$ cat config.mk
export PLATFORM = sky130hd
export DESIGN_NAME = tcw_csr
export DESIGN_NICKNAME = d
export VERILOG_FILES = /design/src/hw/rtl/assert_macros.svh /design/src/hw/rtl/tcw_pkg.sv /design/src/hw/rtl/tcw_csr.sv
export SDC_FILE = /design/constraint.sdc
export NUM_CORES = 1
export LEC_CHECK = 0
export ABC_AREA = 1
export CAP_MARGIN = 15
export CORE_MARGIN = 4
export CORE_UTILIZATION = 25
export DETAILED_ROUTE_END_ITERATION = 12
export DONT_BUFFER_PORTS = 1
export HOLD_SLACK_MARGIN = 0.15
export SYNTH_ARGS = -nofsm -noshare
export SYNTH_HDL_FRONTEND = slang
export SYNTH_SLANG_ARGS = --single-unit
export TNS_END_PERCENT = 100
$ cat constraint.sdc
create_clock -name clock -period 0.8 [get_ports clock]
set_input_delay 0.16 -clock clock [delete_from_list [all_inputs] [get_ports clock]]
set_output_delay 0.16 -clock clock [all_outputs]
set_load 0.005 [all_outputs]
$ cat src/hw/rtl/assert_macros.svh
// Assertion macros shared by the text console writer RTL.
// Included by the top level; needs no package.
`ifndef ASSERT_MACROS_SVH
`define ASSERT_MACROS_SVH

// Same-cycle implication, disabled in reset.
`define TCW_ASSERT_IMPLY(label, clk, rst, ante, cons, msg) \
   label: assert property (@(posedge clk) disable iff (rst) (ante) |-> (cons)) \
      else $error(msg);

// Next-cycle implication, disabled in reset.
`define TCW_ASSERT_NEXT(label, clk, rst, ante, cons, msg) \
   label: assert property (@(posedge clk) disable iff (rst) (ante) |=> (cons)) \
      else $error(msg);

`endif

$ cat src/hw/rtl/tcw_pkg.sv
// Text console writer package: grid geometry, field widths, codes and shared types.
// No dependencies.
`timescale 1ns / 1ps

package tcw_pkg;

   localparam int ROWS       = 25;
   localparam int COLUMNS    = 80;
   localparam int CELL_COUNT = ROWS * COLUMNS;
   localparam int COPY_COUNT = (ROWS - 1) * COLUMNS;

   localparam int ADDR_W = $clog2(CELL_COUNT);
   localparam int ROW_W  = $clog2(ROWS);
   localparam int COL_W  = $clog2(COLUMNS);

   localparam int OP_W      = 2;
   localparam int CHAR_W    = 8;
   localparam int IDX_W     = 11;
   localparam int VALUE_W   = 16;
   localparam int CROW_W    = 5;
   localparam int CCOL_W    = 7;
   localparam int COLOUR_W  = 4;

   localparam int CSR_ADDR_W = 3;
   localparam int CSR_DATA_W = 32;

   localparam logic [OP_W-1:0] OP_PUT   = 2'd0;
   localparam logic [OP_W-1:0] OP_READ  = 2'd1;
   localparam logic [OP_W-1:0] OP_CLEAR = 2'd2;

   localparam logic [CHAR_W-1:0]  NEWLINE_CODE = 8'h0A;
   localparam logic [CHAR_W-1:0]  SPACE_CODE   = 8'h20;
   localparam logic [VALUE_W-1:0] RESET_CELL   = 16'h0F20;

   typedef struct packed {
      logic [COLOUR_W-1:0] foreground;
      logic [COLOUR_W-1:0] background;
   } tcw_cfg_type;

   typedef struct packed {
      logic               we;
      logic [ADDR_W-1:0]  waddr;
      logic [VALUE_W-1:0] wdata;
      logic [ADDR_W-1:0]  raddr;
   } tcw_ram_req_type;

   typedef struct packed {
      logic init;
      logic busy;
   } tcw_stat_type;

endpackage

$ cat src/hw/rtl/tcw_csr.sv
// Colour registers behind an APB-style port.
// Depends on tcw_pkg.
`timescale 1ns / 1ps

module tcw_csr (
   input  logic                            clock,
   input  logic                            reset,
   input  logic                            psel,
   input  logic                            penable,
   input  logic                            pwrite,
   input  logic [tcw_pkg::CSR_ADDR_W-1:0]  paddr,
   input  logic [tcw_pkg::CSR_DATA_W-1:0]  pwdata,
   output logic [tcw_pkg::CSR_DATA_W-1:0]  prdata,
   output logic                            pready,
   output tcw_pkg::tcw_cfg_type            cfg
);

   localparam logic REG_FOREGROUND = 1'b0;
   localparam logic REG_BACKGROUND = 1'b1;

   tcw_pkg::tcw_cfg_type cfg_ff, cfg_in;
   logic                 wr_en;

   assign pready = 1'b1;
   assign wr_en  = psel && penable && pwrite;

   always_comb begin
      cfg_in = cfg_ff;
      if (wr_en) begin
         case (paddr[2])
            REG_FOREGROUND: cfg_in.foreground = pwdata[tcw_pkg::COLOUR_W-1:0];
            REG_BACKGROUND: cfg_in.background = pwdata[tcw_pkg::COLOUR_W-1:0];
            default: cfg_in = cfg_ff;
         endcase
      end
   end

   always_comb begin
      case (paddr[2])
         REG_FOREGROUND: prdata = tcw_pkg::CSR_DATA_W'(cfg_ff.foreground);
         REG_BACKGROUND: prdata = tcw_pkg::CSR_DATA_W'(cfg_ff.background);
         default:        prdata = '0;
      endcase
   end

   always_ff @(posedge clock) begin
      if (reset) begin
         cfg_ff.foreground <= 4'hF;
         cfg_ff.background <= 4'h0;
      end else begin
         cfg_ff <= cfg_in;
      end
   end

   assign cfg = cfg_ff;

endmodule

== After elaboration in Yosys (flattened, before gate mapping) ==
Index checks and enable logic that the tools add are counted.
W data, S select, Z words.

* Muxes and demuxes: 1
* Reduce and logical (&&, ||, !) cells: 4
* Bitwise operators: 1

{| class="wikitable"
|+ Operators with widths
! kind !! count
|-
| $pmux W32 S2 || 1
|-
| $reduce_and A2 Y1 || 2
|-
| $logic_and A1 B1 Y1 || 2
|-
| $not A1 Y1 || 1
|}

* Output and inout port bits: 41
* Register bits: 8

== Depth between registers and ports, before layout ==
Gate-level depths: netlist (run 1).

* Depth after elaboration: 3
* Depth in mapped cells: 5
* Depth with buffers taken out: 5

== Worst setup path before layout (run 1) ==
Ideal clock, no wire load.

* Path type: input -> register
* Start: input port psel
* End: register cfg_ff (netlist bit cfg[4])
* Stages: 5
* Slack: 0.134 ns
* Data required time: 0.676 ns
* Data arrival time: 0.542 ns
* Path buffers: 0
* Path through: nand2_1 > nor2_4 > nand2_1 > nand2_1 > nand3_1

* Word-level cells in the longest chain between the ends: 3

{| class="wikitable"
|+ RTL lines
! item !! RTL line !! RTL
|-
| from (decl) || tcw_csr.sv:8 || <nowiki>input logic psel,</nowiki>
|-
| $logic_and A1 B1 Y1 (2 in a row) || tcw_csr.sv:25 || <nowiki>assign wr_en = psel && penable && pwrite;</nowiki>
|-
| $reduce_and A2 Y1 (no line) || n/a ||
|-
| to (signal assigned) || tcw_csr.sv:51 || <nowiki>cfg_ff <= cfg_in;</nowiki>
|-
| to (decl) || tcw_csr.sv:21 || <nowiki>tcw_pkg::tcw_cfg_type cfg_ff, cfg_in;</nowiki>
|}

No other way between the ends.
A chain may end at the register's enable or synchronous reset.

== Worst setup path in the final report (run 1) ==
* Start: register cfg_ff (netlist bit cfg[7])
* End: output port prdata[3] in the netlist's numbering

* Word-level cells in the longest chain between the ends: 1

{| class="wikitable"
|+ RTL lines
! item !! RTL line !! RTL
|-
| $pmux W32 S2 || tcw_csr.sv:39 || <nowiki>case (paddr[2])</nowiki>
|-
| to (decl) || tcw_csr.sv:13 || <nowiki>output logic [tcw_pkg::CSR_DATA_W-1:0] prdata,</nowiki>
|}

No other way between the ends. The select of a mux whose other input is x is not followed.

==> qor.csv, run 1 <==
stage,metric,value,unit
yosys,synthesis.instances,93,
layout,drive_gt1_share,20.6,%
floorplanning,dieHeight,58.4,um
power,seqPwrFrac,48.2,%
power,pwr_density_cell,1360,nW/um^2
yosys,synth_cell_types,12,
grt,grt_max_degree,11,
yosys,postSynthAreaPerCell,6.82,um^2
critical_path,worstPathArrival,0.74,ns
grt,track_usage,6.67,%
critical_path,required,0.64,ns
floorplanning,initial_core_util,27.4,%
grt,grt_pass1_wl,1660,um
yosys,synth_edf_count,0,
sta,fin_crit_sh,113,%
layout,largest_register_ffs,8,
clock_network,clk_latency,0.26,ns
sta,holdWs,0.0791,ns
route,drc,0,
clock_network,cts_tree,yes,
layout,diodes,0,
layout,area_growth,1.58,%
route,wire_per_inst,9.81,um
route,vias_per_cell,3.69,
yosys,synth.most_common_cell,buf_4,
place,dp_hpwl,1040,um
clock_network,cts_root_buf,clkbuf_4,
sta,hold_viol,0,
clock_network,ctsHoldBuffers,4,
power,pwr-share-comb,15.8,%
yosys,synth_seq_area_share,25.2,%
sta,fmax,1110,MHz
sta,drv_slew,0,
yosys,synth_top_area_share,34.3,%
power,clock_power_share,36.0,%
layout,fin_nets,139,
power,peakVddDrop,0.566,mV
critical_path,r2r-start,cfg[1],
sta,setup_violations,4,
place,portBuffers,0,
power,switching_share,28.6,%
layout,stdcell_count,125,
floorplanning,ios,81,
critical_path,worst_setup_path_end_kind,output port,
critical_path,cp_max_fo,3,
clock_network,clkSinkCount,8,
clock_network,cts_max_path_buffers,2,
place,dpl_cell_area,542,um^2
layout,postLayoutCoreUtil,27.8,%
yosys,synth_area,634,um^2
yosys,yosysWarnings,0,
route,ant_nets,0,
power,p_int,0.625,mW
route,dr.pass1.iters,4,
critical_path,crit_end,prdata[3],
grt,antenna_found_initial,0,
floorplanning,num_rows,17,
power,net-switching-power,0.250,mW
critical_path,r2r-end,cfg[1],
outcome,violations,setup timing,
clock_network,cts_buffers,3,
critical_path,setup.worst_path.start,cfg[7],
floorplanning,core-area,2320,um^2
grt,first_global_vias,351,
yosys,async_flop_share,0,%
job,cap_viol_max_count,0,
route,drt_first_iter_violations,4,
grt,overflow,0,
yosys,yosys-top-cells-count,"29 x buf_4, 26 x nand2_1, 8 x dfxtp_1, 8 x nand3_1, 8 x nor2_1",
route,wirelength,1230,um
yosys,synth_area_leaders,"buf_4 34%, dfxtp_1 25%, nand2_1 15%",
critical_path,start_kind,register,
power,p_leak,0.368,nW
sta,finalClockSkew,0,ns
yosys,ys_ff_latch,8,
yosys,ys.flop_type,dfxtp_1,
sta,tns,-0.374,ns
floorplanning,dieArea,3410,um^2
clock_network,path_clk_slew,0.05,ns
critical_path,ff2ff_path_depth,2,
sta,period_minus_slack,0.903,ns
sta,setup_ws,-0.103,ns
outcome,status,"finished, violations left",
floorplanning,fp.dieW,58.4,um
clock_network,h-tree-depth,1,
clock_network,post_cts_buffers,0,
place,placed_cells,118,
layout,design_area,644,um^2
critical_path,rrSetupSlack,0.19,ns
sta,rsz0062_at_grt,yes,
route,vias,461,
yosys,synth_largest_area_cell,buf_4,
critical_path,crit_type,reg -> out,
worst_hold_path,hold_class,in -> reg,
place,place.gp.congestion,0.772,
## per-layer routing
| metal | up-vias | routed length (um) | GRT usage (%) |
|---|---|---|---|
| met3 | 0 | 257 | 6.36 |
| met4 | 0 | 0 | 0.993 |
| li1 | 228 | - | - |
| met1 | 195 | 490 | 8.06 |
| met2 | 38 | 479 | 8.61 |
| met5 | - | 0 | 0 |
## worst min path at each step
stage               startpoint      to  cells after the start
floorplan            pwdata[0]  cfg[4]                      2
global placement     pwdata[3]  cfg[7]                      2
detailed placement   pwdata[0]  cfg[4]                      2
CTS                   paddr[2]  cfg[0]                      3
global route          paddr[2]  cfg[3]                      3
finish                paddr[2]  cfg[0]                      3
## per-stage QoR
stage | total power, mW | setup slack (ns)
5_1_grt | 0.935 | -0.151
3_5_place_dp | 0.546 | 0.0229
6_report | 0.875 | -0.103
3_3_place_gp | 0.544 | 0.0395
4_1_cts | 0.897 | -0.131
2_1_floorplan | 0.644 | 0.134
## what timing repair did
action / in CTS / in global routing
gates resized for setup: 10 / 10
pin swaps: 5 / 3
setup endpoints to repair: 9 / 10
endpoints found under the hold margin: 8 / 8
## cell type report
type                       count  area [um^2]
clock buffer                   3         22.5
tap                           28         35.0
timing repair buffer           4         50.0
inverter                       7         31.3
multi-input combinational     75          325
fill                         269         1670
sequential                     8          180
## critical path, stage by stage, from the launching register on
cell and delay [ns]:
dfxtp_4 0.36, nand2_2 0.05, nand2_2 0.07
## cell families (layout without fill, tap and decap cells)
family                 after synthesis  count (layout)  share of synthesized area (%)
buffers and inverters               37              14                           41.0
flip-flops                           8               8                           25.2
other                                2              29                           1.18
AND/OR/NAND/NOR                     46              46                           32.5
## placed cells by master, fill, tap and decap left out, drive strengths merged
| cell type | synthesis | layout |
|---|---|---|
| conb | 2 | 29 |
| nand2 | 26 | 26 |
| nor2 | 11 | 11 |
| nand3 | 9 | 9 |
| dfxtp | 8 | 8 |
| inv | 7 | 7 |
| dlymetal6s4s | 0 | 4 |
| clkbuf | 0 | 3 |
## power groups by stage
stage                     logic, mW  clock network [mW]  registers [mW]
after detailed placement      0.109                   0           0.437
after floorplan               0.211                   0           0.432
after CTS                     0.132               0.334           0.431
final                         0.138               0.315           0.421
after global routing          0.159               0.350           0.425
after global placement        0.108                   0           0.437
No activity file was read; power rests on OpenSTA's default activity.
==> run 2: changes to the inputs <==
--- a/config.mk
+++ b/config.mk
@@ -9,3 +9,3 @@
 export CAP_MARGIN = 15
-export CORE_MARGIN = 4
+export CORE_MARGIN = 5
 export CORE_UTILIZATION = 25
==> constraint.sdc (replaced) <==
create_clock -name clock -period 0.8 [get_ports clock]
set_input_delay 0 -clock clock [delete_from_list [all_inputs] [get_ports clock]]
set_output_delay 0 -clock clock [all_outputs]
set_load 0.005 [all_outputs]
==> qor.csv, run 2 (synthesized netlist as in run 1, its figures left out) <==
stage,metric,value,unit
floorplanning,dieArea,3640,um^2
clock_network,path_clk_slew,0.06,ns
layout,area_growth,-2.37,%
route,drt_first_iter_violations,7,
sta,finalClockSkew,0,ns
power,p_int,0.626,mW
clock_network,cts_buffers,3,
clock_network,cts_max_path_buffers,2,
grt,first_global_vias,409,
power,peakVddDrop,0.633,mV
clock_network,post_cts_buffers,0,
layout,largest_register_ffs,8,
layout,fillers,287,
clock_network,cts_tree,yes,
sta,drv_slew,0,
critical_path,worstPathArrival,0.74,ns
critical_path,worst_setup_path_end_kind,output port,
place,dpl_cell_area,544,um^2
route,vias_per_cell,3.63,
outcome,status,"finished, violations left",
power,switching_share,28.1,%
critical_path,required,0.80,ns
floorplanning,fp.dieW,60.4,um
critical_path,critPathMostFrequentCell,nand2_1,
floorplanning,initial_core_util,25.8,%
route,wirelength,1280,um
floorplanning,core-area,2450,um^2
grt,grt_max_degree,11,
floorplanning,ios,81,
floorplanning,num_rows,18,
place,place.gp.congestion,0.786,
route,ant_nets,0,
layout,stdcell_count,127,
power,p_leak,0.331,nW
place,dp_hpwl,1070,um
route,dr.pass1.iters,4,
layout,diodes,0,
worst_hold_path,hold_class,in -> reg,
floorplanning,dieHeight,60.4,um
sta,holdWs,-0.0741,ns
layout,layout_common_cells,"29 x conb_1, 26 x nand2_1, 8 x nand3_1, 8 x nor2_1, 7 x dfxtp_2",
route,drc,0,
place,placed_cells,120,
clock_network,clk_latency,0.25,ns
critical_path,cp_max_fo,3,
layout,postLayoutCoreUtil,25.2,%
clock_network,ctsHoldBuffers,4,
critical_path,critPathSlowestCell,dfxtp_2,
clock_network,h-tree-depth,1,
critical_path,start_kind,register,
grt,grt_pass1_wl,1790,um
sta,hold_viol,8,
power,seqPwrFrac,49.3,%
grt,overflow,0,
grt,track_usage,6.68,%
power,pwr-share-comb,15.1,%
place,portBuffers,0,
power,clock_power_share,35.6,%
sta,period_minus_slack,0.741,ns
sta,fin_crit_sh,92.7,%
layout,final_common_cell,conb_1,
outcome,violations,hold timing,
critical_path,crit_chain,nand2_1 -> nand2_1,
clock_network,cts_root_buf,clkbuf_4,
clock_network,clkSinkCount,8,
sta,setup_violations,0,
job,cap_viol_max_count,0,
layout,drive_gt1_share,16.5,%
layout,fin_nets,139,
critical_path,cp_num_buf_inv,0,
critical_path,slowest_delay,0.35,ns
layout,design_area,619,um^2
route,vias,461,
power,pwr_density_cell,1400,nW/um^2
route,wire_per_inst,10.0,um
critical_path,crit_type,reg -> out,
sta,fmax,1350,MHz
grt,antenna_found_initial,0,
critical_path,cp_top_family,flip-flops,
power,net-switching-power,0.244,mW
-- run 2: cell count changes in the layout (fill, tap and decap cells not counted), sizes merged --
cell | previous run | this run
dlymetal6s4s | 4 | 0
dlygate4sd3 | 0 | 4
-- run 2: worst paths after layout --
path         slack, ns         to  depth (start not counted)     start
min reg2reg       0.48     cfg[4]                          2    cfg[4]
min              -0.07     cfg[2]                          3  paddr[2]
max reg2reg       0.20     cfg[0]                          2    cfg[0]
max               0.06  prdata[1]                          2    cfg[1]
-- run 2: routing by layer --
layer | up-vias | wire, um | global-route usage, %
li1 | 230 | - | -
met5 | - | 0 | 0
met2 | 39 | 480 | 8.02
met3 | 0 | 258 | 5.96
met4 | 0 | 0 | 0
met1 | 192 | 537 | 9.30
-- run 2: power by group through the flow --
stage	clock, mW	combinational [mW]	sequential, mW
after floorplan	0	0.211	0.432
after global routing	0.335	0.156	0.432
after CTS	0.324	0.128	0.429
after global placement	0	0.108	0.437
final	0.310	0.131	0.429
after detailed placement	0	0.109	0.437
-- run 2: cell type report --
type	count	area (um^2)	share of cell area (%)
multi-input combinational	75	315	50.9
sequential	8	173	27.9
timing repair buffer	4	40.0	6.46
tap	30	37.5	6.06
inverter	7	31.3	5.05
clock buffer	3	22.5	3.64
-- run 2: stage by stage --
| step | worst slack [ns] | hold slack (ns) | TNS [ns] | power (mW) |
|---|---|---|---|---|
| floorplan | 0.245 | 0.126 | 0 | 0.644 |
| detailed placement | 0.181 | 0.110 | 0 | 0.547 |
| finish | 0.0587 | -0.0741 | 0 | 0.870 |
| global placement | 0.204 | 0.110 | 0 | 0.544 |
| global route | -0.00272 | -0.0771 | -0.00272 | 0.923 |
| CTS | 0.00165 | -0.0767 | 0 | 0.881 |
-- run 2: worst register-to-register path, cell delays in order, from the launching register on --
cell and delay, ns:
dfxtp_2 0.34, nor2_1 0.11, nor2_1 0.05
-- run 2: timing repair --
item | CTS | global route
endpoints found under the setup margin | 1 | 4
gates resized for setup | 2 | 7
endpoints found under the hold margin | 12 | 12
==> run 3: changes to the inputs <==
- ABC_AREA: 1 -> 0
==> qor.csv, run 3 <==
stage,metric,value,unit
place,dpl_cell_area,531,um^2
route,wirelength,1260,um
layout,largest_register_ffs,8,
yosys,synth_area,629,um^2
route,drc,0,
power,clock_power_share,36.4,%
route,wire_per_inst,12.1,um
grt,first_global_vias,341,
grt,antenna_found_initial,0,
layout,drive_gt1_share,20.3,%
critical_path,cp_max_fo,3,
place,portBuffers,0,
grt,overflow,0,
power,peakVddDrop,0.432,mV
layout,stdcell_count,104,
critical_path,crit_chain,mux2_4,
sta,fin_crit_sh,108,%
layout,final_common_cell,conb_1,
floorplanning,dieHeight,60.2,um
route,drt_first_iter_violations,5,
grt,track_usage,6.82,%
route,vias_per_cell,3.65,
clock_network,h-tree-depth,1,
critical_path,required,0.80,ns
floorplanning,num_rows,18,
power,p_leak,0.278,nW
route,dr.pass1.iters,3,
layout,area_growth,-1.79,%
yosys,synth.most_common_cell,buf_4,
place,pre_cts_slack,0.0530,ns
floorplanning,core-area,2430,um^2
yosys,synth_cell_types,12,
worst_hold_path,hold_class,in -> reg,
power,net-switching-power,0.209,mW
critical_path,slowest_delay,0.33,ns
yosys,yosys-top-cells-count,"29 x buf_4, 8 x dfxtp_1, 8 x mux2i_1, 8 x nand2b_1, 8 x nor2_1",
clock_network,ctsHoldBuffers,4,
sta,setup_violations,4,
route,ant_nets,0,
layout,design_area,618,um^2
power,power.total,0.847,mW
yosys,synth_edf_count,0,
sta,drv_slew,0,
floorplanning,ios,81,
sta,hold_viol,8,
yosys,async_flop_share,0,%
critical_path,start_kind,register,
yosys,synth_seq_area_share,25.4,%
outcome,violations,"hold timing, setup timing",
yosys,yosysWarnings,0,
clock_network,cts_root_buf,clkbuf_4,
place,place.gp.congestion,0.514,
power,seqPwrFrac,49.4,%
layout,fillers,277,
yosys,postSynthAreaPerCell,8.74,um^2
floorplanning,initial_core_util,25.9,%
critical_path,cp_top_family,flip-flops,
job,cap_viol_max_count,0,
sta,rsz0062_at_grt,yes,
yosys,synth_top_area_share,34.6,%
sta,fmax,1160,MHz
yosys,synth_largest_area_cell,buf_4,
yosys,ys_ff_latch,8,
place,placed_cells,97,
grt,grt_pass1_wl,1660,um
clock_network,cts_buffers,3,
sta,setup_ws,-0.0630,ns
critical_path,worstPathArrival,0.86,ns
clock_network,cts_max_path_buffers,2,
power,pwr-share-comb,14.2,%
outcome,status,"finished, violations left",
clock_network,post_cts_buffers,0,
yosys,synth_area_leaders,"buf_4 35%, dfxtp_1 25%, mux2i_1 13%",
yosys,ys.flop_type,dfxtp_1,
power,p_int,0.638,mW
critical_path,worst_setup_path_end_kind,output port,
route,vias,380,
clock_network,cts_tree,yes,
critical_path,critPathSlowestCell,dfxtp_2,
layout,layout_common_cells,"29 x conb_1, 8 x nor2_1, 8 x mux2i_1, 8 x nand2b_1, 8 x dfxtp_2",
layout,postLayoutCoreUtil,25.4,%
sta,finalClockSkew,0,ns
clock_network,clk_latency,0.25,ns
layout,fin_nets,116,
critical_path,crit_type,reg -> out,
floorplanning,dieArea,3620,um^2
clock_network,clkSinkCount,8,
place,dp_hpwl,1060,um
grt,grt_max_degree,17,
clock_network,path_clk_slew,0.06,ns
yosys,synthesis.instances,72,
sta,tns,-0.237,ns
critical_path,cp_num_buf_inv,0,
power,pwr_density_cell,1370,nW/um^2
sta,holdWs,-0.0833,ns
layout,diodes,0,
floorplanning,fp.dieW,60.2,um
sta,period_minus_slack,0.863,ns
power,switching_share,24.7,%
-- run 3: cell types whose count changed after synthesis, sizes merged --
cell / before / now
mux2: 0 / 4
mux2i: 0 / 8
inv: 7 / 0
nand2: 26 / 0
nand2b: 0 / 8
and4: 0 / 1
clkbuf: 0 / 2
nand3: 9 / 0
nor2: 11 / 8
and4b: 0 / 1
-- run 3: power groups by stage --
stage | Sequential (mW) | Clock, mW | Combinational, mW
finish | 0.419 | 0.308 | 0.120
global route | 0.420 | 0.344 | 0.137
CTS | 0.419 | 0.316 | 0.115
detailed placement | 0.426 | 0 | 0.0894
global placement | 0.425 | 0 | 0.0865
floorplan | 0.423 | 0 | 0.192
-- run 3: cell families (layout without fill, tap and decap cells) --
kind of cell | count (synthesis) | in the layout | share of synthesized area [%]
mux | 12 | 12 | 19.9
flops | 8 | 8 | 25.4
other cells | 2 | 29 | 1.19
simple gates | 18 | 18 | 15.7
buf+inv | 32 | 7 | 37.8
-- run 3: cell type report --
type                       count  area, um^2  share of cell area (%)
multi-input combinational     59         348                    56.3
sequential                     8         170                    27.5
timing repair buffer           4        40.0                    6.48
clock buffer                   3        22.5                    3.64
tap                           30        37.5                    6.07
-- run 3: worst paths after layout --
| path | depth (start not counted) | endpoint | slack [ns] | start |
|---|---|---|---|---|
| worst max-delay path | 1 | prdata[2] | -0.06 | cfg[6] |
| worst min-delay path | 2 | cfg[7] | -0.08 | reset |
| worst min register to register | 2 | cfg[1] | 0.49 | cfg[1] |
| worst max register to register | 2 | cfg[6] | 0.16 | cfg[6] |
-- run 3: metal layers --
metal / up-vias / routed length (um) / part of all wire [%] / global-route usage (%)
met5: - / 0 / 0 / 0
met4: 0 / 11 / 0.87 / 4.75
met3: 2 / 255 / 20 / 3.89
met2: 34 / 604 / 48 / 11.7
met1: 168 / 390 / 31 / 5.87
li1: 176 / - / - / -
-- run 3: timing repair --
action | in CTS | in global routing
hold endpoints to repair | 11 | 11
gates resized for setup | 11 | 1
setup endpoints to repair | 4 | 4
gates cloned | 0 | 0
