### src/hw/rtl/assert_macros.svh
// Assertion macros shared by the text console writer RTL.
// Included by the top level; needs no package.
`ifndef ASSERT_MACROS_SVH
`define ASSERT_MACROS_SVH

// Same-cycle implication, disabled in reset.
`define TCW_ASSERT_IMPLY(label, clk, rst, ante, cons, msg) \
   label: assert property (@(posedge clk) disable iff (rst) (ante) |-> (cons)) \
      else $error(msg);

// Next-cycle implication, disabled in reset.
`define TCW_ASSERT_NEXT(label, clk, rst, ante, cons, msg) \
   label: assert property (@(posedge clk) disable iff (rst) (ante) |=> (cons)) \
      else $error(msg);

`endif

### src/hw/rtl/tcw_pkg.sv
// Text console writer package: grid geometry, field widths, codes and shared types.
// No dependencies.
`timescale 1ns / 1ps

package tcw_pkg;

   localparam int ROWS       = 25;
   localparam int COLUMNS    = 80;
   localparam int CELL_COUNT = ROWS * COLUMNS;
   localparam int COPY_COUNT = (ROWS - 1) * COLUMNS;

   localparam int ADDR_W = $clog2(CELL_COUNT);
   localparam int ROW_W  = $clog2(ROWS);
   localparam int COL_W  = $clog2(COLUMNS);

   localparam int OP_W      = 2;
   localparam int CHAR_W    = 8;
   localparam int IDX_W     = 11;
   localparam int VALUE_W   = 16;
   localparam int CROW_W    = 5;
   localparam int CCOL_W    = 7;
   localparam int COLOUR_W  = 4;

   localparam int CSR_ADDR_W = 3;
   localparam int CSR_DATA_W = 32;

   localparam logic [OP_W-1:0] OP_PUT   = 2'd0;
   localparam logic [OP_W-1:0] OP_READ  = 2'd1;
   localparam logic [OP_W-1:0] OP_CLEAR = 2'd2;

   localparam logic [CHAR_W-1:0]  NEWLINE_CODE = 8'h0A;
   localparam logic [CHAR_W-1:0]  SPACE_CODE   = 8'h20;
   localparam logic [VALUE_W-1:0] RESET_CELL   = 16'h0F20;

   typedef struct packed {
      logic [COLOUR_W-1:0] foreground;
      logic [COLOUR_W-1:0] background;
   } tcw_cfg_type;

   typedef struct packed {
      logic               we;
      logic [ADDR_W-1:0]  waddr;
      logic [VALUE_W-1:0] wdata;
      logic [ADDR_W-1:0]  raddr;
   } tcw_ram_req_type;

   typedef struct packed {
      logic init;
      logic busy;
   } tcw_stat_type;

endpackage

### src/hw/rtl/tcw_if.sv
// Request and response channel interfaces of the text console writer.
// Depends on tcw_pkg.
`timescale 1ns / 1ps

interface tcw_req_if;
   logic                          valid;
   logic                          ready;
   logic [tcw_pkg::OP_W-1:0]      operation;
   logic [tcw_pkg::CHAR_W-1:0]    char_code;
   logic [tcw_pkg::IDX_W-1:0]     cell_index;

   modport source (output valid, operation, char_code, cell_index, input ready);
   modport sink   (input valid, operation, char_code, cell_index, output ready);
endinterface

interface tcw_rsp_if;
   logic                          valid;
   logic                          ready;
   logic [tcw_pkg::VALUE_W-1:0]   cell_value;
   logic [tcw_pkg::CROW_W-1:0]    cursor_row;
   logic [tcw_pkg::CCOL_W-1:0]    cursor_column;
   logic                          scrolled;

   modport source (output valid, cell_value, cursor_row, cursor_column, scrolled,
                   input ready);
   modport sink   (input valid, cell_value, cursor_row, cursor_column, scrolled,
                   output ready);
endinterface

### src/hw/rtl/tcw_ctrl.sv
// Sequencer: cursor, item execution and the address sweep for scroll, clear and init.
// Depends on tcw_pkg and tcw_if.
`timescale 1ns / 1ps

module tcw_ctrl (
   input  logic                          clock,
   input  logic                          reset,
   tcw_req_if.sink                       req,
   tcw_rsp_if.source                     rsp,
   input  tcw_pkg::tcw_cfg_type          cfg,
   output tcw_pkg::tcw_ram_req_type      ram_req,
   input  logic [tcw_pkg::VALUE_W-1:0]   rdata,
   output tcw_pkg::tcw_stat_type         stat
);

   localparam int ADDR_W = tcw_pkg::ADDR_W;
   localparam int ROW_W  = tcw_pkg::ROW_W;
   localparam int COL_W  = tcw_pkg::COL_W;

   localparam logic [2:0] S_IDLE   = 3'd0;
   localparam logic [2:0] S_EXEC   = 3'd1;
   localparam logic [2:0] S_RDWAIT = 3'd2;
   localparam logic [2:0] S_DONE   = 3'd3;
   localparam logic [2:0] S_SCOPY  = 3'd4;
   localparam logic [2:0] S_SLAST  = 3'd5;
   localparam logic [2:0] S_FILL   = 3'd6;

   localparam logic [ADDR_W-1:0] COPY_LAST = ADDR_W'(tcw_pkg::COPY_COUNT - 1);
   localparam logic [ADDR_W-1:0] CELL_LAST = ADDR_W'(tcw_pkg::CELL_COUNT - 1);
   localparam logic [ADDR_W-1:0] ROW_STEP  = ADDR_W'(tcw_pkg::COLUMNS);
   localparam logic [ROW_W-1:0]  ROW_LAST  = ROW_W'(tcw_pkg::ROWS - 1);
   localparam logic [COL_W-1:0]  COL_LAST  = COL_W'(tcw_pkg::COLUMNS - 1);

   logic [2:0]                     state_ff, state_in;
   logic [ADDR_W-1:0]              cnt_ff, cnt_in;
   logic                           init_ff, init_in;
   logic [tcw_pkg::OP_W-1:0]       op_ff, op_in;
   logic [tcw_pkg::CHAR_W-1:0]     ch_ff, ch_in;
   logic [tcw_pkg::IDX_W-1:0]      idx_ff, idx_in;
   logic [ROW_W-1:0]               row_ff, row_in;
   logic [COL_W-1:0]               col_ff, col_in;
   logic                           scrolled_ff, scrolled_in;
   logic [tcw_pkg::VALUE_W-1:0]    value_ff, value_in;

   logic                           rsp_valid_ff, rsp_valid_in;
   logic [tcw_pkg::VALUE_W-1:0]    rsp_value_ff, rsp_value_in;
   logic [tcw_pkg::CROW_W-1:0]     rsp_row_ff, rsp_row_in;
   logic [tcw_pkg::CCOL_W-1:0]     rsp_col_ff, rsp_col_in;
   logic                           rsp_scr_ff, rsp_scr_in;

   logic                           slot_free;
   logic                           load_rsp;
   logic                           wrap;
   logic                           need_scroll;
   logic [ADDR_W-1:0]              cursor_addr;
   logic [tcw_pkg::VALUE_W-1:0]    blank;
   logic [tcw_pkg::CHAR_W-1:0]     attr;

   assign slot_free   = !rsp_valid_ff || rsp.ready;
   assign attr        = {cfg.background, cfg.foreground};
   assign blank       = init_ff ? tcw_pkg::RESET_CELL : {attr, tcw_pkg::SPACE_CODE};
   assign cursor_addr = ADDR_W'(ADDR_W'(row_ff) * ROW_STEP + ADDR_W'(col_ff));
   assign wrap        = (ch_ff == tcw_pkg::NEWLINE_CODE) || (col_ff == COL_LAST);
   assign need_scroll = wrap && (row_ff == ROW_LAST);

   assign req.ready = (state_ff == S_IDLE);

   always_comb begin
      state_in    = state_ff;
      cnt_in      = cnt_ff;
      init_in     = init_ff;
      op_in       = op_ff;
      ch_in       = ch_ff;
      idx_in      = idx_ff;
      row_in      = row_ff;
      col_in      = col_ff;
      scrolled_in = scrolled_ff;
      value_in    = value_ff;
      load_rsp    = 1'b0;

      ram_req.we    = 1'b0;
      ram_req.waddr = cnt_ff;
      ram_req.wdata = blank;
      ram_req.raddr = ADDR_W'(idx_ff);

      case (state_ff)
         S_IDLE: begin
            if (req.valid) begin
               op_in       = req.operation;
               ch_in       = req.char_code;
               idx_in      = req.cell_index;
               scrolled_in = 1'b0;
               value_in    = '0;
               state_in    = S_EXEC;
            end
         end
         S_EXEC: begin
            case (op_ff)
               tcw_pkg::OP_PUT: begin
                  if (need_scroll || slot_free) begin
                     if (ch_ff != tcw_pkg::NEWLINE_CODE) begin
                        ram_req.we    = 1'b1;
                        ram_req.waddr = cursor_addr;
                        ram_req.wdata = {attr, ch_ff};
                     end
                     col_in = wrap ? '0 : COL_W'(col_ff + COL_W'(1));
                     if (wrap && !need_scroll) begin
                        row_in = ROW_W'(row_ff + ROW_W'(1));
                     end
                     if (need_scroll) begin
                        scrolled_in = 1'b1;
                        cnt_in      = '0;
                        state_in    = S_SCOPY;
                     end else begin
                        load_rsp = 1'b1;
                        state_in = S_IDLE;
                     end
                  end
               end
               tcw_pkg::OP_READ: begin
                  if (int'(idx_ff) < tcw_pkg::CELL_COUNT) begin
                     state_in = S_RDWAIT;
                  end else begin
                     state_in = S_DONE;
                  end
               end
               tcw_pkg::OP_CLEAR: begin
                  cnt_in   = '0;
                  state_in = S_FILL;
               end
               default: begin
                  if (slot_free) begin
                     load_rsp = 1'b1;
                     state_in = S_IDLE;
                  end
               end
            endcase
         end
         S_RDWAIT: begin
            value_in = rdata;
            state_in = S_DONE;
         end
         S_SCOPY: begin
            // read one row ahead, write back the previous read in the next cycle
            ram_req.raddr = ADDR_W'(cnt_ff + ROW_STEP);
            ram_req.we    = (cnt_ff != '0);
            ram_req.waddr = ADDR_W'(cnt_ff - ADDR_W'(1));
            ram_req.wdata = rdata;
            cnt_in        = ADDR_W'(cnt_ff + ADDR_W'(1));
            if (cnt_ff == COPY_LAST) begin
               state_in = S_SLAST;
            end
         end
         S_SLAST: begin
            ram_req.we    = 1'b1;
            ram_req.waddr = ADDR_W'(cnt_ff - ADDR_W'(1));
            ram_req.wdata = rdata;
            state_in      = S_FILL;
         end
         S_FILL: begin
            ram_req.we = 1'b1;
            cnt_in     = ADDR_W'(cnt_ff + ADDR_W'(1));
            if (cnt_ff == CELL_LAST) begin
               init_in  = 1'b0;
               state_in = init_ff ? S_IDLE : S_DONE;
            end
         end
         S_DONE: begin
            if (slot_free) begin
               load_rsp = 1'b1;
               state_in = S_IDLE;
            end
         end
         default: state_in = S_IDLE;
      endcase
   end

   always_comb begin
      rsp_valid_in = rsp_valid_ff;
      rsp_value_in = rsp_value_ff;
      rsp_row_in   = rsp_row_ff;
      rsp_col_in   = rsp_col_ff;
      rsp_scr_in   = rsp_scr_ff;
      if (load_rsp) begin
         rsp_valid_in = 1'b1;
         rsp_value_in = value_ff;
         rsp_row_in   = tcw_pkg::CROW_W'(row_in);
         rsp_col_in   = tcw_pkg::CCOL_W'(col_in);
         rsp_scr_in   = scrolled_ff;
      end else if (rsp.ready) begin
         rsp_valid_in = 1'b0;
      end
   end

   always_ff @(posedge clock) begin
      if (reset) begin
         state_ff     <= S_FILL;
         cnt_ff       <= '0;
         init_ff      <= 1'b1;
         row_ff       <= '0;
         col_ff       <= '0;
         rsp_valid_ff <= 1'b0;
      end else begin
         state_ff     <= state_in;
         cnt_ff       <= cnt_in;
         init_ff      <= init_in;
         row_ff       <= row_in;
         col_ff       <= col_in;
         rsp_valid_ff <= rsp_valid_in;
      end
   end

   always_ff @(posedge clock) begin
      op_ff        <= op_in;
      ch_ff        <= ch_in;
      idx_ff       <= idx_in;
      scrolled_ff  <= scrolled_in;
      value_ff     <= value_in;
      rsp_value_ff <= rsp_value_in;
      rsp_row_ff   <= rsp_row_in;
      rsp_col_ff   <= rsp_col_in;
      rsp_scr_ff   <= rsp_scr_in;
   end

   assign rsp.valid         = rsp_valid_ff;
   assign rsp.cell_value    = rsp_value_ff;
   assign rsp.cursor_row    = rsp_row_ff;
   assign rsp.cursor_column = rsp_col_ff;
   assign rsp.scrolled      = rsp_scr_ff;

   assign stat.init = init_ff;
   assign stat.busy = (state_ff != S_IDLE);

endmodule

### src/flat_wrapper.sv
// flat-port wrapper written by rule: the top's interface ports become plain ports
module tcw_ctrl_flat 
  (clock, reset, cfg, ram_req, rdata, stat, req_valid, req_operation, req_char_code, req_cell_index, req_ready, rsp_valid, rsp_cell_value, rsp_cursor_row, rsp_cursor_column, rsp_scrolled, rsp_ready);
  tcw_req_if req_i ();
  tcw_rsp_if rsp_i ();
  input  logic clock;
  input  logic reset;
  input  tcw_pkg::tcw_cfg_type cfg;
  output tcw_pkg::tcw_ram_req_type ram_req;
  input  logic [tcw_pkg::VALUE_W-1:0] rdata;
  output tcw_pkg::tcw_stat_type stat;
  input wire logic [$bits(req_i.valid)-1:0] req_valid;
  input wire logic [$bits(req_i.operation)-1:0] req_operation;
  input wire logic [$bits(req_i.char_code)-1:0] req_char_code;
  input wire logic [$bits(req_i.cell_index)-1:0] req_cell_index;
  output wire logic [$bits(req_i.ready)-1:0] req_ready;
  output wire logic [$bits(rsp_i.valid)-1:0] rsp_valid;
  output wire logic [$bits(rsp_i.cell_value)-1:0] rsp_cell_value;
  output wire logic [$bits(rsp_i.cursor_row)-1:0] rsp_cursor_row;
  output wire logic [$bits(rsp_i.cursor_column)-1:0] rsp_cursor_column;
  output wire logic [$bits(rsp_i.scrolled)-1:0] rsp_scrolled;
  input wire logic [$bits(rsp_i.ready)-1:0] rsp_ready;
  assign req_i.valid = req_valid;
  assign req_i.operation = req_operation;
  assign req_i.char_code = req_char_code;
  assign req_i.cell_index = req_cell_index;
  assign req_ready = req_i.ready;
  assign rsp_valid = rsp_i.valid;
  assign rsp_cell_value = rsp_i.cell_value;
  assign rsp_cursor_row = rsp_i.cursor_row;
  assign rsp_cursor_column = rsp_i.cursor_column;
  assign rsp_scrolled = rsp_i.scrolled;
  assign rsp_i.ready = rsp_ready;
  tcw_ctrl u_core (.clock(clock), .reset(reset), .req(req_i), .rsp(rsp_i), .cfg(cfg), .ram_req(ram_req), .rdata(rdata), .stat(stat));
endmodule
### config.mk
export PLATFORM = sky130hd
export DESIGN_NAME = tcw_ctrl_flat
export DESIGN_NICKNAME = d
export VERILOG_FILES = /design/src/hw/rtl/assert_macros.svh /design/src/hw/rtl/tcw_pkg.sv /design/src/hw/rtl/tcw_if.sv /design/src/hw/rtl/tcw_ctrl.sv /design/src/flat_wrapper.sv
export SDC_FILE = /design/constraint.sdc
export NUM_CORES = 1
export LEC_CHECK = 0
export BUFFER_PORTS_ARGS = -buffer_cell sky130_fd_sc_hd__buf_2
export CAP_MARGIN = 40
export CORE_MARGIN = 3
export CORE_UTILIZATION = 40
export CTS_CLUSTER_SIZE = 25
export DETAILED_ROUTE_END_ITERATION = 8
export GPL_ROUTABILITY_DRIVEN = 0
export PLACE_DENSITY_LB_ADDON = 0.25
export SYNTH_ARGS = -nofsm -noshare
export SYNTH_HDL_FRONTEND = slang
export SYNTH_SLANG_ARGS = --single-unit
### constraint.sdc
create_clock -name clock -period 5.35 [get_ports clock]
set_input_delay 1.07 -clock clock [delete_from_list [all_inputs] [get_ports clock]]
set_output_delay 1.07 -clock clock [all_outputs]
set_load 0.02 [all_outputs]
; ---- Word-level counts from Yosys, hierarchy flattened
; Index checks and enable logic that the tools add are counted.
[totals]
reg_bits = 95
in_bits = 49
out_inout_bits = 72
elab_cells = 114
[classes]
addsub = 6
multipliers = 1
order_cmp = 1
n_eq_ne = 23
n_mux = 43
reduce_logical = 25
[ops]
columns = operator, n
row1 = 28-bit two-way mux, 3
row2 = 27-bit one-hot mux with 2 select lines, 1
row3 = 11-bit one-hot mux with 2 select lines, 2
row4 = 11-bit two-way mux, 3
row5 = 16-bit two-way mux, 2
row6 = 16-bit one-hot mux with 2 select lines, 1
row7 = 7-bit two-way mux, 4
row8 = "11-bit equality test, second input constant", 2
row9 = 3-bit one-hot mux with 7 select lines, 1
row10 = 5-bit two-way mux, 4
row11 = 3-bit two-way mux, 6
row12 = "11-bit by 1-bit adder with 11-bit output, second input constant", 1
row13 = 11-bit by 7-bit adder with 11-bit output, 1
row14 = "11-bit by 7-bit adder with 11-bit output, second input constant", 1
row15 = "11-bit < comparator, second input constant", 1
row16 = 11-bit nonzero test, 1
row17 = "11-bit by 1-bit subtractor with 11-bit output, second input constant", 1
row18 = 1-bit two-way mux, 10
row19 = "3-bit equality test, second input constant", 3
row20 = 3-bit one-hot mux with 3 select lines, 1
row21 = "8-bit by 4-bit equality test with 1-bit output, second input constant", 1
row22 = "2-bit by 1-bit inequality test with 1-bit output, second input constant", 4
row23 = "8-bit by 4-bit inequality test with 1-bit output, second input constant", 1
row24 = 4-bit AND reduction, 2
row25 = other kinds (25), 42

; ---- Longest topological paths before layout
; Gate-level depths: netlist of run 1.
[depth]
ltp_word = 9
ltp_mapped = 9
mapped_depth_nobuf = 9

; ---- Worst setup path after synthesis of run 1
; OpenSTA, ideal clock, no wires.
[synth_path]
path_type = reg-to-reg
from = reg u_core.col_ff[0]
to = reg u_core.rsp_value_ff (netlist bit u_core.rsp.cell_value[0]), enable pin
t_arrival_ns = 3.561
required_time_ns = 4.899
setup_slack_ns = 1.338
path_stages_with_launch = 9
path_buffers = 2
period_less_slack_ns = 4.012
cell_sequence = dfxtp_1 ha_1 and3_1 buf_4 and3_4 buf_8 o21ai_4 a211oi_1 nor3_1
[synth_via]
elab_chain_cells = 7
elab_cells_between_ends = 8
cone_classes = eq/ne (1) / mux (4) / reduce/logical (3)
[synth_lines]
columns = element, line_no
row1 = "start, declared", tcw_ctrl.sv:41  ; logic [COL_W-1:0] col_ff, col_in;
row2 = "start signal, assigned", tcw_ctrl.sv:208  ; col_ff <= col_in;
row3 = 7-bit equality test (*), tcw_ctrl.sv:63  ; assign wrap = (ch_ff == tcw_pkg::NEWLINE_CODE) || (col_ff == COL_LAST);
row4 = 1-bit logical OR (*), tcw_ctrl.sv:63
row5 = 1-bit logical AND (*), tcw_ctrl.sv:64  ; assign need_scroll = wrap && (row_ff == ROW_LAST);
row6 = 1-bit two-way mux or 1-bit logical OR (tied branches), "tcw_ctrl.sv:110, tcw_ctrl.sv:100"
row7 = 1-bit two-way mux (*), tcw_ctrl.sv:100  ; if (need_scroll || slot_free) begin
row8 = 1-bit one-hot mux with 2 select lines (*), tcw_ctrl.sv:98  ; case (op_ff)
row9 = 1-bit one-hot mux with 2 select lines (*), tcw_ctrl.sv:86  ; case (state_ff)
row10 = via u_core.load_rsp, tcw_ctrl.sv:52  ; logic load_rsp;
row11 = "end signal, assigned", tcw_ctrl.sv:219  ; rsp_value_ff <= rsp_value_in;
row12 = "end, declared", tcw_ctrl.sv:46  ; logic [tcw_pkg::VALUE_W-1:0] rsp_value_ff, rsp_value_in;
; The timed path passes the listed nets; every way through them passes the cells marked *.
; A chain may end at the register's enable or synchronous reset.

==> results of run 1 <==
[final timing paths]
kind / from / end / slack, ns / cells past startpoint
worst max-delay path: u_core.row_ff[1] / ram_req[37] / 1.19 / 9
worst min-delay path: u_core.value_ff[0] / u_core.rsp.cell_value[0] / 0.41 / 0
worst max register to register: u_core.ch_ff[5] / u_core.rsp.cursor_column[3] / 2.79 / 5
worst min register to register: u_core.value_ff[0] / u_core.rsp.cell_value[0] / 0.41 / 0
[worst max-delay path: cells and delay by family (launching register included)]
family | cells | cell delay, ns
simple gates | 1 | 0.41
xor+xnor | 2 | 0.30
compound gates | 1 | 0.28
flops | 1 | 0.47
fa+ha+maj | 3 | 0.98
buf+inv | 2 | 0.31
[area by class of cell]
cell class / instances / area share
flip-flops and latches: 95 / 0.4154
multi-input cells: 349 / 0.3853
repair buffers: 123 / 0.1006
clock buffers: 9 / 0.03636
well taps: 168 / 0.03394
clock inverters: 7 / 0.01576
inverters: 21 / 0.01273
[power by group through the flow]
stage | Clock, mW | Sequential (mW) | Combinational [mW]
final | 0.695 | 0.786 | 0.0460
after global routing | 0.739 | 0.786 | 0.0502
after CTS | 0.706 | 0.785 | 0.0457
after detailed placement | 0 | 0.802 | 0.0453
after global placement | 0 | 0.802 | 0.0448
after floorplan | 0 | 0.800 | 0.0196
[registers in the layout, indices dropped and copies added (netlist names), 3 cells and up]
name	cells
u_core.rsp.cell_value	16
u_core.value_ff	16
u_core.cnt_ff	11
u_core.idx_ff	11
u_core.ch_ff	8
u_core.col_ff	7
u_core.rsp.cursor_column	7
u_core.row_ff	5
u_core.rsp.cursor_row	5
u_core.state_ff	3
[per-layer routing]
metal  up-vias  wire length (um)
li1       2061                 -
met1      2068              5716
met2       205              6386
met3        29              1007
met4         0               428
met5         -                 0
[synth_stat cells, drive strengths merged, types with 5 or more instances]
master / number / area share
and3: 7 / 0.0094
inv: 21 / 0.015
nand2: 45 / 0.033
or4: 8 / 0.012
and2: 19 / 0.023
nand3b: 5 / 0.0073
o211ai: 10 / 0.015
nand2b: 11 / 0.014
nor2b: 11 / 0.013
ha: 21 / 0.051
nor3: 7 / 0.0099
nor2: 21 / 0.015
a31oi: 5 / 0.0061
a21o: 5 / 0.0073
dfxtp: 28 / 0.11
clkbuf: 14 / 0.010
xor2: 6 / 0.010
nand3: 26 / 0.026
o31ai: 7 / 0.010
a22o: 11 / 0.019
xnor2: 10 / 0.017
edfxtp: 67 / 0.39
nand4: 7 / 0.0085
o21ai: 28 / 0.029
buf: 13 / 0.017
a211oi: 5 / 0.0073
a21oi: 26 / 0.026
[through the flow]
step                      hold WS, ns  std cells
after global placement         0.4004        756
final                          0.4089        772
after detailed placement       0.4045        756
after global routing           0.4201        772
after CTS                      0.4172        772
after floorplan                0.4003        492
[kinds of logic after synthesis]
| family | after synthesis |
|---|---|
| adders and majority gates | 23 |
| xor gates and xnor gates | 16 |
| DFF | 95 |
| and+or+nand+nor | 187 |
| buffers and inverters | 48 |
| muxes | 4 |
| AOI/OAI and AO/OA | 119 |
[cells in the final DEF (no fill, tap or decap), drive strengths merged, types with 8 or more instances in the layout]
cell type  synthesis  final
a21oi             26     26
a22o              11     11
and2              19     19
buf               13    123
clkbuf            14      9
dfxtp             28     28
edfxtp            67     67
ha                21     21
inv               21     24
nand2             45     45
nand2b            11     11
nand3             26     26
nor2              21     21
nor2b             11     11
o211ai            10     10
o21ai             28     28
or4                8      8
xnor2             10     10
==> results.sh, run 1 <==
export IMPL_cts_tree="yes"
export IMPL_grt_antenna_before_repair=0
export IMPL_postCtsHoldBufs=0
export IMPL_clk_transition_reported_paths_ns=0.08
export IMPL_worstPathRequired_ns=4.28
export IMPL_overflow=0
export IMPL_grt_pass1_vias=4218
export IMPL_drt_pre_antenna_iters=5
export IMPL_final_core_util=0.5030
export IMPL_yosysSeqAreaShare=0.4977
export IMPL_pre_cts_setup_slack_ns=1.595
export IMPL_worst_ep_arrival_time_ns=3.09
export IMPL_met2_usage=0.3072
export IMPL_worst_setup_path_start_kind="flop"
export IMPL_die_w_um=119.7
export IMPL_p_sw_frac=0.2269
export IMPL_total_power_mw=1.526
export IMPL_critical_path_slowest_stage_cell="sky130_fd_sc_hd__dfxtp_1"
export IMPL_post_synthesis_adder_cell_area_fraction=0.05858
export IMPL_multi_input_comb_area_um2=2386
export IMPL_timing_final_ws_setup_ns=1.190
export IMPL_synthesis_yosys_warnings=0
export IMPL_clock_sink_count=95
export IMPL_gr_usage_all_layers=0.1900
export IMPL_synth_nets=564
export IMPL_route_detailed_wl_per_inst_um=17.54
export IMPL_synth_edf_count=67
export IMPL_final_cell_area_um2=6193
export IMPL_final_setup_tns_ns=0
export IMPL_ant_nets=0
export IMPL_power_switching_mw=0.3464
export IMPL_floorplan_io_pins=121
export IMPL_power_frac_seq=0.515
export IMPL_floorplan_rows=40
export IMPL_pwr_share_comb=0.030
export IMPL_post_cts_setup_buffers=0
export IMPL_power_share_clock=0.455
export IMPL_drc=0
export IMPL_timing_hold_worst_class="reg2reg"
export IMPL_synth_top_family_by_area="simple AND/OR/NAND/NOR gates"
export IMPL_ys_flop_type="sky130_fd_sc_hd__edfxtp_1"
export IMPL_vias_per_cell=5.652
export IMPL_timing_setup_critical_path_class="reg2out"
export IMPL_run_status="complete, no violations"
export IMPL_total_cts_buffers=9
export IMPL_synth_cells=492
export IMPL_global_route_peak_usage_layer="met2"
export IMPL_post_cts_resized_instances=0
export IMPL_crit_end_element="output port"
export IMPL_dpl_cell_area_um2=5871
export IMPL_final_hold_violation_count=0
export IMPL_clk_skew_ns=0.01257
export IMPL_slew_limit_headroom=0.4276
export IMPL_vias=4363
export IMPL_drv_max_cap_violation_count=0
export IMPL_yosys_register_bits=95
export IMPL_worstPathCellList="ha_1 -> ha_1 -> inv_1 -> fa_1 -> nor4b_1 -> xnor2_1 -> xnor2_1 -> o221ai_1 -> buf_2"
export IMPL_rsz0062_at_grt="no"
export IMPL_clk_path_buf_depth=2
export IMPL_core_region_area_um2=12310
export IMPL_finalNetCount=671
export IMPL_drive_gt1_frac=0.2533
export IMPL_max_clock_freq_ghz=0.2404
export IMPL_layout_worst_path_cycle_share=0.7776
export IMPL_routed_wl_um=13540
export IMPL_internal_power_mw=1.180
export IMPL_grt_use_met3=0.04147
export IMPL_layout_filler_cells=1168
export IMPL_power_density_nw_per_um2=246.5
export IMPL_grt_pass1_wl_um=21530
export IMPL_setup_viol=0
export IMPL_die_area_um2=14320
export IMPL_clock_insertion_delay_worst_skew_ns=0.36
export IMPL_average_footprint_of_a_synthesized_cell_um2=10.51
export IMPL_layout_area_overhead_vs_synth_pct=19.83
export IMPL_muxShareOfSynthArea=0.007988
export IMPL_timing_worst_slew_pin_value_ns=0.8577
export IMPL_simple_gate_fraction_of_synth_area=0.2050
export IMPL_initial_utilization=0.4198
export IMPL_num_antenna_cells=0
export IMPL_io_buffers=120
export IMPL_grt_start_max_net_pins=30
export IMPL_cts_max_level=3
export IMPL_detail_placement_hpwl_um=10090
export IMPL_synth_async_sr_flop_share=0
export IMPL_report_final_slew_viol_count=0
export IMPL_mappedNetlistArea_um2=5169
export IMPL_compound_cell_area_share_of_the_yosys_netlist=0.1615
export IMPL_clock_tree_root_cell="sky130_fd_sc_hd__clkbuf_16"
export IMPL_largest_driver_fanout_on_the_critical_path=7
export IMPL_netlist_cell_types=73
export IMPL_xor_xnor_share_of_the_synthesized_area=0.02711
export IMPL_die_height_um=119.7
export IMPL_seq_area_um2=2572
export IMPL_layout_min_cycle_time_ns=4.160
export IMPL_vdd_drop_max_mv=0.1223
export IMPL_drt_first_iter_violations=435
export IMPL_global_route_usage_met1=0.2404
export IMPL_worst_path_largest_cell_delay_ns=0.47
export IMPL_p_leak_nw=2.490
(Power assumes the default switching activity.)
==> run 2, diff against run 1 <==
clock period = 4 ns   (was 5.35 ns; I/O delays follow)
==> run 2 against run 1 <==
- wire length fell by 1.8%
- non-clock buffer count rose by 6
- via count fell by 3.0%
- utilization rose by 0.081 points
- cell area rose by 0.16%
- power rose by 27%
- sequential share of layout area fell by 0.067 points
- largest power group unchanged
==> results.sh, run 2 (synthesized netlist as in run 1, its figures left out) <==
export IMPL_post_layout_nonfiller_instances=778
export IMPL_crit_end_element="output port"
export IMPL_seq_area_um2=2572
export IMPL_critical_path_slowest_stage_cell="sky130_fd_sc_hd__dfxtp_1"
export IMPL_vdd_drop_max_mv=0.1477
export IMPL_worst_path_largest_cell_delay_ns=0.46
export IMPL_grt_pass1_vias=4178
export IMPL_layout_area_overhead_vs_synth_pct=20.02
export IMPL_multi_input_comb_area_um2=2392
export IMPL_core_region_area_um2=12310
export IMPL_gr_usage_all_layers=0.1844
export IMPL_rsz0062_at_grt="no"
export IMPL_critPathTopFamily="adder cells"
export IMPL_worst_path_buf_inv=2
export IMPL_timing_worst_slew_pin_value_ns=0.8081
export IMPL_pre_cts_setup_slack_ns=0.7102
export IMPL_final_hold_violation_count=0
export IMPL_layout_filler_cells=1152
export IMPL_die_area_um2=14320
export IMPL_initial_utilization=0.4198
export IMPL_timing_hold_worst_class="reg2reg"
export IMPL_layout_worst_path_cycle_share=0.9200
export IMPL_clock_insertion_delay_worst_skew_ns=0.35
export IMPL_layout_cells_most_common_list="120 x sky130_fd_sc_hd__buf_2, 67 x sky130_fd_sc_hd__edfxtp_1, 45 x sky130_fd_sc_hd__nand2_1, 28 x sky130_fd_sc_hd__dfxtp_1"
export IMPL_floorplan_rows=40
export IMPL_grt_pass1_wl_um=21110
export IMPL_die_height_um=119.7
export IMPL_num_antenna_cells=0
export IMPL_numPlacedInstances=762
export IMPL_timing_setup_critical_path_class="reg2out"
export IMPL_setup_viol=0
export IMPL_drv_max_cap_violation_count=0
export IMPL_postCtsHoldBufs=0
export IMPL_cts_max_level=3
export IMPL_p_leak_nw=2.499
export IMPL_routed_wl_um=13300
export IMPL_finalNetCount=677
export IMPL_grt_start_max_net_pins=30
export IMPL_detail_placement_hpwl_um=10010
export IMPL_clk_path_buf_depth=2
export IMPL_total_power_mw=1.937
export IMPL_drc=0
export IMPL_clock_sink_count=95
export IMPL_run_status="complete, no violations"
export IMPL_largest_driver_fanout_on_the_critical_path=7
export IMPL_worst_setup_path_start_kind="flop"
export IMPL_power_density_nw_per_um2=312.2
export IMPL_post_cts_setup_buffers=0
export IMPL_route_detailed_wl_per_inst_um=17.10
export IMPL_layout_min_cycle_time_ns=3.680
export IMPL_max_clock_freq_ghz=0.2718
export IMPL_overflow=0
export IMPL_vias_per_cell=5.437
export IMPL_die_w_um=119.7
export IMPL_total_cts_buffers=9
export IMPL_drive_gt1_frac=0.2590
export IMPL_grt_antenna_before_repair=0
export IMPL_worstPathCellList="ha_1 -> ha_1 -> inv_1 -> fa_1 -> nor4b_1 -> xnor2_1 -> xnor2_1 -> o221ai_1 -> buf_2"
export IMPL_clk_skew_ns=0.007900
export IMPL_cts_tree="yes"
export IMPL_worst_ep_arrival_time_ns=2.88
export IMPL_clk_transition_reported_paths_ns=0.07
export IMPL_final_setup_tns_ns=0
export IMPL_clock_tree_root_cell="sky130_fd_sc_hd__clkbuf_16"
export IMPL_drt_pre_antenna_iters=5
export IMPL_mostFrequentLayoutCell="sky130_fd_sc_hd__buf_2"
export IMPL_vias=4230
export IMPL_io_buffers=120
export IMPL_worstPathRequired_ns=3.20
export IMPL_timing_final_ws_setup_ns=0.3201
export IMPL_slew_limit_headroom=0.4607
export IMPL_floorplan_io_pins=121
export IMPL_ant_nets=0
export IMPL_report_final_slew_viol_count=0
export IMPL_drt_first_iter_violations=283
export IMPL_post_cts_resized_instances=0
export IMPL_final_core_util=0.5039
-- run 2: cell count changes in the layout (fill, tap and decap cells not counted) --
cell and delta:
sky130_fd_sc_hd__buf_4 +6, sky130_fd_sc_hd__clkbuf_1 +1, sky130_fd_sc_hd__bufinv_16 -1, sky130_fd_sc_hd__clkinv_8 -1, sky130_fd_sc_hd__inv_8 -1, sky130_fd_sc_hd__nor3_2 -1, sky130_fd_sc_hd__inv_6 +2, sky130_fd_sc_hd__clkinv_4 -2
sky130_fd_sc_hd__clkinvlp_4 +1, sky130_fd_sc_hd__nor3_4 +1, sky130_fd_sc_hd__clkinv_2 +1
-- run 2: where the power goes --
group	switching, mW	internal, mW
Sequential	0.00653	1.04
Clock	0.390	0.434
Combinational	0.0327	0.0285
Total	0.430	1.51
-- run 2: area by class of cell --
class	instances	share of cell area
inverter	21	0.01271
clock buffer	10	0.03691
clock inverter	6	0.008471
tap	168	0.03388
sequential	95	0.4147
timing repair buffer	129	0.1077
multi-input combinational	349	0.3856
-- run 2: worst paths after layout --
| check | endpoint | from | slack [ns] | depth (start not counted) |
|---|---|---|---|---|
| setup / recovery | ram_req[37] | u_core.row_ff[1] | 0.32 | 9 |
| hold / removal | u_core.rsp.cell_value[8] | u_core.value_ff[8] | 0.42 | 0 |
| setup reg to reg | u_core.rsp.cursor_column[6] | u_core.col_ff[0] | 1.39 | 7 |
| hold reg to reg | u_core.rsp.cell_value[8] | u_core.value_ff[8] | 0.42 | 0 |
-- run 2: metrics by stage --
| stage | instance area (um2) | hold slack [ns] |
|---|---|---|
| after floorplan | 5174 | 0.4003 |
| after global placement | 5922 | 0.4021 |
| after detailed placement | 5922 | 0.4045 |
| after CTS | 6203 | 0.4212 |
| after global routing | 6203 | 0.4246 |
| final | 6203 | 0.4208 |
-- run 2: per-layer routing --
metal	track usage	wire [um]	vias up
met5	0	0	-
met4	0.06800	262	0
met3	0.04383	736	23
met2	0.3100	6530	127
met1	0.2311	5773	2014
li1	-	-	2066
